===== config.mk =====
export PLATFORM = sky130hd
export DESIGN_NAME = sbsfc_ctrl
export DESIGN_NICKNAME = d
export VERILOG_FILES = /design/src/sbsfc_pkg.sv /design/src/sbsfc_ctrl.sv
export SDC_FILE = /design/constraint.sdc
export NUM_CORES = 1
export LEC_CHECK = 0
export BUFFER_PORTS_ARGS = -buffer_cell sky130_fd_sc_hd__buf_2
export CORE_MARGIN = 3
export CORE_UTILIZATION = 49
export CTS_BUF_LIST = sky130_fd_sc_hd__clkbuf_4
export DETAILED_ROUTE_END_ITERATION = 12
export HOLD_SLACK_MARGIN = 0.12
export PLACE_DENSITY = 0.73
export SLEW_MARGIN = 20
export SYNTH_ARGS = -nofsm -noshare
export SYNTH_HDL_FRONTEND = slang
export SYNTH_SLANG_ARGS = --single-unit
export TNS_END_PERCENT = 5

===== constraint.sdc =====
create_clock -name clock -period 1.6 [get_ports clock]
set_clock_uncertainty 0.1 [all_clocks]
set_input_delay 0.16 -clock clock [delete_from_list [all_inputs] [get_ports clock]]
set_output_delay 0.16 -clock clock [all_outputs]
set_load 0.1 [all_outputs]

===== src/sbsfc_pkg.sv =====
package sbsfc_pkg;

   localparam int SAMPLE_WIDTH_DEF = 24;
   localparam int COEF_WIDTH_DEF   = 24;
   localparam int TRIM_WIDTH       = 16;
   localparam int CSR_INDEX_WIDTH  = 2;
   localparam int MUL_W            = 34;
   localparam int PROD_W           = 2 * MUL_W;
   localparam int RND_W            = 44;
   localparam int STATE_W          = 32;

   localparam logic [CSR_INDEX_WIDTH-1:0] CSR_FILTER_ENABLE = 2'd0;
   localparam logic [CSR_INDEX_WIDTH-1:0] CSR_COEF_A0       = 2'd1;
   localparam logic [CSR_INDEX_WIDTH-1:0] CSR_COEF_B1       = 2'd2;
   localparam logic [CSR_INDEX_WIDTH-1:0] CSR_COEF_B2       = 2'd3;

   localparam longint Q30_ONE   = 64'sd1073741824;
   localparam longint Q_HALF_PI = 64'sd1686629717;
   localparam longint Q_KNEE    = 64'sd1025415481;
   localparam longint Q_K1      = 64'sd757869313;
   localparam longint Q_K2      = 64'sd280155133;
   localparam longint Q_K3      = 64'sd267546076;
   localparam longint Q_K4      = 64'sd793586583;
   localparam longint Q_S3      = 64'sd178956971;
   localparam longint Q_S5      = 64'sd8947849;
   localparam longint Q_S7      = 64'sd213044;
   localparam longint Q_S9      = 64'sd2959;

   typedef enum logic [1:0] {
      SH_TRIM,
      SH_COEF,
      SH_Q30
   } shift_type;

   typedef enum logic [5:0] {
      OP_NOP,
      OP_MT1, OP_WT1, OP_MZ2, OP_WZ2,
      OP_MP7, OP_WP7, OP_MP5, OP_WP5, OP_MP3, OP_WP3, OP_MP1, OP_WP1,
      OP_MZP, OP_WSIN,
      OP_MA0, OP_WY, OP_MA1, OP_WN1, OP_MB1, OP_WS1, OP_MB2, OP_WS2,
      OP_MT2, OP_WT2,
      OP_MC1, OP_WC1, OP_MC2, OP_WC2, OP_MC3, OP_WC3, OP_MC4, OP_WC4,
      OP_WOUT
   } op_type;

   localparam int NUM_OPS = 33;
   localparam int STEP_W  = 6;

   typedef struct packed {
      logic   load_in;
      logic   load_out;
      logic   ch;
      op_type op;
   } cmd_type;

   function automatic op_type op_at(input logic [STEP_W-1:0] step);
      return op_type'(step + 6'd1);
   endfunction

   function automatic longint to_frac_c(input longint q, input int frac);
      return (q + (64'sd1 <<< (29 - frac))) >>> (30 - frac);
   endfunction

   function automatic logic signed [STATE_W-1:0] sat32(input logic signed [RND_W-1:0] v);
      if (v > RND_W'(64'sd2147483647)) begin
         return 32'sh7fffffff;
      end else if (v < -RND_W'(64'sd2147483648)) begin
         return 32'sh80000000;
      end
      return v[STATE_W-1:0];
   endfunction

endpackage


===== src/sbsfc_ctrl.sv =====
module sbsfc_ctrl (
   input  logic              clock,
   input  logic              reset,
   input  logic              req_tvalid,
   output logic              req_tready,
   output logic              rsp_tvalid,
   input  logic              rsp_tready,
   output sbsfc_pkg::cmd_type cmd
);

   typedef enum logic [2:0] {
      ST_IDLE = 3'b001,
      ST_RUN  = 3'b010,
      ST_DONE = 3'b100
   } state_type;

   state_type                        state_ff, state_in;
   logic [sbsfc_pkg::STEP_W-1:0]     step_ff, step_in;
   logic                             ch_ff, ch_in;
   logic                             valid_ff, valid_in;
   logic                             last_step;

   assign last_step  = (step_ff == sbsfc_pkg::STEP_W'(sbsfc_pkg::NUM_OPS - 1));
   assign req_tready = (state_ff == ST_IDLE);
   assign rsp_tvalid = valid_ff;

   always_comb begin
      state_in     = state_ff;
      step_in      = step_ff;
      ch_in        = ch_ff;
      valid_in     = valid_ff & ~rsp_tready;
      cmd.load_in  = 1'b0;
      cmd.load_out = 1'b0;
      cmd.ch       = ch_ff;
      cmd.op       = sbsfc_pkg::OP_NOP;
      unique case (state_ff)
         ST_IDLE: begin
            if (req_tvalid) begin
               cmd.load_in = 1'b1;
               step_in     = '0;
               ch_in       = 1'b0;
               state_in    = ST_RUN;
            end
         end
         ST_RUN: begin
            cmd.op  = sbsfc_pkg::op_at(step_ff);
            step_in = step_ff + 1'b1;
            if (last_step) begin
               step_in = '0;
               ch_in   = 1'b1;
               if (ch_ff) begin
                  state_in = ST_DONE;
               end
            end
         end
         ST_DONE: begin
            if (!valid_ff || rsp_tready) begin
               cmd.load_out = 1'b1;
               valid_in     = 1'b1;
               state_in     = ST_IDLE;
            end
         end
         default: state_in = ST_IDLE;
      endcase
   end

   always_ff @(posedge clock) begin
      if (reset) begin
         state_ff <= ST_IDLE;
         step_ff  <= '0;
         ch_ff    <= 1'b0;
         valid_ff <= 1'b0;
      end else begin
         state_ff <= state_in;
         step_ff  <= step_in;
         ch_ff    <= ch_in;
         valid_ff <= valid_in;
      end
   end

endmodule


==> results of run 1 <==
==> logic make-up after synthesis <==
family	count (synthesis)
AND/OR/NAND/NOR	39
AO/OA/AOI/OAI	14
flip-flops	11
buffers and inverters	8
XOR/XNOR	4
adder cells (fa/ha/maj)	2
==> through the flow <==
step,TNS (ps),hold WS (ps),instance area [µm²],std cells,worst slack (ps)
global placement,-156,384,966,113,-52.8
CTS,-908,159,1150,122,-127
floorplan,-4250,168,694,78,-497
detailed placement,-383,392,966,113,-105
==> repair_timing <==
action / CTS
endpoints found under the setup margin: 14
pin swaps: 7
hold buffers: 2
gates cloned: 1
buffers inserted: 2
gates resized for setup: 27
endpoints found under the hold margin: 8
==> flow_summary.toml, run 1 <==
[outcome]
status = "did not finish"
tool.error = "[ERROR DPL-0038] Utilization greater than 100%, impossible to legalize"
haltStage = "global routing (5_1_grt)"

[synth]
ys.warnings.count = 0
synth.top_cells.by_area = "dfxtp_1, nor2_1, xor2_1"
ys_seq_elements = 11
synth_top_family_by_area = "simple AND/OR/NAND/NOR gates"
syn_inst = 78
synth_area_um2 = 658
syn_nets = 84
syn_area_per_cell_um2 = 8.44
synth_fa_ha_area_share_pct = 3.80
muxShareOfSynthArea_pct = 0
synth_seq_area_share_pct = 33.5
synth-compound-area-share_pct = 15.0
synthSimpleGateAreaFrac_pct = 34.4
synthArstFlopShare_pct = 0
synth_xor_area_share_pct = 5.32
synth_common_cells = "nor2_1, dfxtp_1, a21oi_1"
synth.most_common_cell = "nor2_1"
synth_top_area_share_pct = 33.5
synth_flop_cell = "dfxtp_1"
ys_types = 32
synth_edf_count = 0
synth_top_area_cell = "dfxtp_1"

[placed_design]
hpwl_mm = 1.35
gp_congestion = 0.771
port_buffers = 14

[die]
die_y_um = 42.7
dieWidth_um = 42.7
ios = 15
start_util_pct = 55.5
rows = 12

[clocking]
clockRootBuffer = "clkbuf_4"
htreeDepth = 1
clock_path_buffers = 2
numClockSinks = 11
numCtsBuffers = 3

[sta]
worst_endpoint_kind = "top-level output"
grt_worst_setup_endpoint = "cmd[5]"

[global_route]
grt_max_degree = 13
==> run 2: changes to the inputs <==
CORE_AREA = 3 3 64 66   (was unset)
CORE_MARGIN = unset   (was 3)
CORE_UTILIZATION = unset   (was 49)
CTS_BUF_LIST = unset   (was sky130_fd_sc_hd__clkbuf_4)
DIE_AREA = 0 0 67 69   (was unset)
HOLD_SLACK_MARGIN = unset   (was 0.12)
PLACE_DENSITY = unset   (was 0.73)
PLACE_DENSITY_LB_ADDON = 0.15   (was unset)
clock period = 2.1 ns   (was 1.6 ns; I/O delays follow)
==> run 2 against run 1 <==
Effect of this change:
- the flow now finishes without violations
- area after synthesis did not move
- synthesized cell count did not move
==> flow_summary.toml, run 2 <==
[synth]
synth_top_family_by_area = "simple AND/OR/NAND/NOR gates"
ys_types = 32
synth.most_common_cell = "nor2_1"
synth_flop_cell = "dfxtp_1"
synth_common_cells = "nor2_1, dfxtp_1, a21oi_1"
ys_seq_elements = 11
synth_seq_area_share_pct = 33.5
muxShareOfSynthArea_pct = 0
syn_inst = 78
synthArstFlopShare_pct = 0
synthSimpleGateAreaFrac_pct = 34.4
syn_nets = 84
ys.warnings.count = 0
synth_fa_ha_area_share_pct = 3.80
synth_xor_area_share_pct = 5.32
synth.top_cells.by_area = "dfxtp_1, nor2_1, xor2_1"
synth_area_um2 = 658
synth_top_area_share_pct = 33.5
syn_area_per_cell_um2 = 8.44
synth-compound-area-share_pct = 15.0
synth_edf_count = 0
synth_top_area_cell = "dfxtp_1"

[sta]
clock.fmax_mhz = 519
hold_viol = 0
maxSlewHeadroom_pct = 65.0
rsz0062_at_grt = "no"
setup_violations = 0
fin_crit_sh_pct = 91.8
worstMarginPinSlew_ps = 524
drv_slew = 0
min_period_ps = 1930
setup_tns_ps = 0
holdWs_ps = 201

[placed_design]
hpwl_mm = 1.12
gp_congestion = 0.731
placed_cell_area_um2 = 870
port_buffers = 14

[setup_path]
worst-path-buf-inv = 1
critPathArrivalTime_ps = 1620
reg2reg_setup_slack_ps = 400
cp_max_fo = 9
critPathCaptureType = "primary output"
crit_type = "register to primary output"
crit_path_max_incr_delay_ps = 490
cpLargestDelayFamily = "simple AND/OR/NAND/NOR gates"
path_cells = "or3b_4 > nor2_1 > buf_12"
reg2reg_depth = 6
cp.required_ps = 1790
slowest_stage = "or3b_4"
startpoint_type = "register"
r2r-start = "step_ff[0]"
crit-reg2reg-capture = "step_ff[0]"

[cells_and_area]
top_regs = "step_ff: 6 flops, state_ff: 3 flops"
top_register = "step_ff"
final_cell_area_um2 = 918
diodes = 0
largest_register_ffs = 6
finalNetCount = 98
layout_common_cells = "nor2_1, dfxtp_1, buf_2, buf_12, a21oi_1"
drive_above_1_share_pct = 30.8
area_growth_pct = 39.5
utilization_pct = 25.3
final_common_cell = "nor2_1"
fillers = 405

[clocking]
clk_pin_slew_ps = 50
cts_resized = 0
htreeDepth = 1
numClockSinks = 11
clock_path_buffers = 2
clk_latency_ps = 240
clockRootBuffer = "clkbuf_8"
numCtsBuffers = 3
cts_tree = "done"
postCtsSetupBuffers = 0
cts_hold_buffers = 0

[power]
powerDensity_nw_per_um2 = 553
comb_power_share_pct = 14.6
vdd_drop_max_v = 0.000132
switching_share_pct = 27.9
p_int_uw = 366
p_switching_uw = 142
p_clk_share_pct = 42.3
seq_power_share_pct = 43.1
power.leakage_nw = 0.315

[job]
cap_violations = 0

[die]
rows = 22
die_y_um = 69
start_util_pct = 18.1
ios = 15
dieArea_um2 = 4620
core_um2 = 3630
dieWidth_um = 67

[global_route]
gr-total-overflow = 0
grtUsageTotal_pct = 7.38
antenna_found_initial = 0
grt_pass1_vias = 584
grt_pass1_wl_mm = 2.66
grt_max_degree = 13

[hold_path]
min_path_type = "input pin to register"
holdPathStages = 3
hold_end = "state_ff[1]"
hold_start = "req_tvalid"

[detailed_routing]
viasPerCell = 4.23
drcViolationCount = 0
vias = 588
ant_nets = 0
wire_per_inst_um = 11.0
dr.first_iter.drc_count = 13
drt_wl_total_mm = 1.53
dr.pass1.iters = 4

[outcome]
status = "finished clean"
## run 2: cell counts after synthesis
Identical to the previous run, type by type.
## run 2: cell type report
class	count	area, µm²	share of cell area (%)
timing repair buffer	14	175	19.1
tap	48	60.1	6.54
sequential	11	221	24.1
multi-input combinational	59	405	44.1
clock buffer	4	45.0	4.90
inverter	3	11.3	1.23
## run 2: cells by family (layout without fill, tap and decap cells)
group | after synthesis | after routing
simple gates | 39 | 39
compound gates | 14 | 14
flops | 11 | 11
buf+inv | 8 | 21
xor+xnor | 4 | 4
fa+ha+maj | 2 | 2
## run 2: worst min-delay path, cell delays in order
cell,delay [ps]
buf_2,110
nand3b_1,100
a211oi_1,70
## run 2: how the worst max path moves through the flow
stage | startpoint | endpoint | depth (start not counted)
2_1_floorplan | state_ff[1] | cmd[2] | 3
3_3_place_gp | state_ff[1] | cmd[4] | 3
3_5_place_dp | state_ff[1] | cmd[2] | 3
4_1_cts | state_ff[1] | cmd[5] | 3
5_1_grt | state_ff[1] | cmd[5] | 3
6_report | state_ff[1] | cmd[5] | 3
## run 2: per-layer routing
layer	vias to the layer above	track usage [%]	wire, µm
met5	-	0	0
met2	11	10.5	649
met4	0	5.41	48
met1	271	9.52	754
met3	4	1.63	76
li1	302	-	-
## run 2: through the flow
step | worst slack [ps] | total power [mW] | cells
floorplan | -409 | 0.282 | 78
CTS | 47.0 | 0.517 | 139
global placement | 319 | 0.298 | 135
global route | 61.8 | 0.530 | 139
detailed placement | 325 | 0.298 | 135
finish | 173 | 0.508 | 139
## run 2: power groups by stage
stage	clock (mW)	combinational, mW	sequential (mW)
after floorplan	0	0.0599	0.222
after global placement	0	0.0748	0.223
after detailed placement	0	0.0746	0.223
after CTS	0.224	0.0748	0.219
after global routing	0.231	0.0783	0.220
final	0.215	0.0741	0.219
Power figures use the tool's default switching activity.
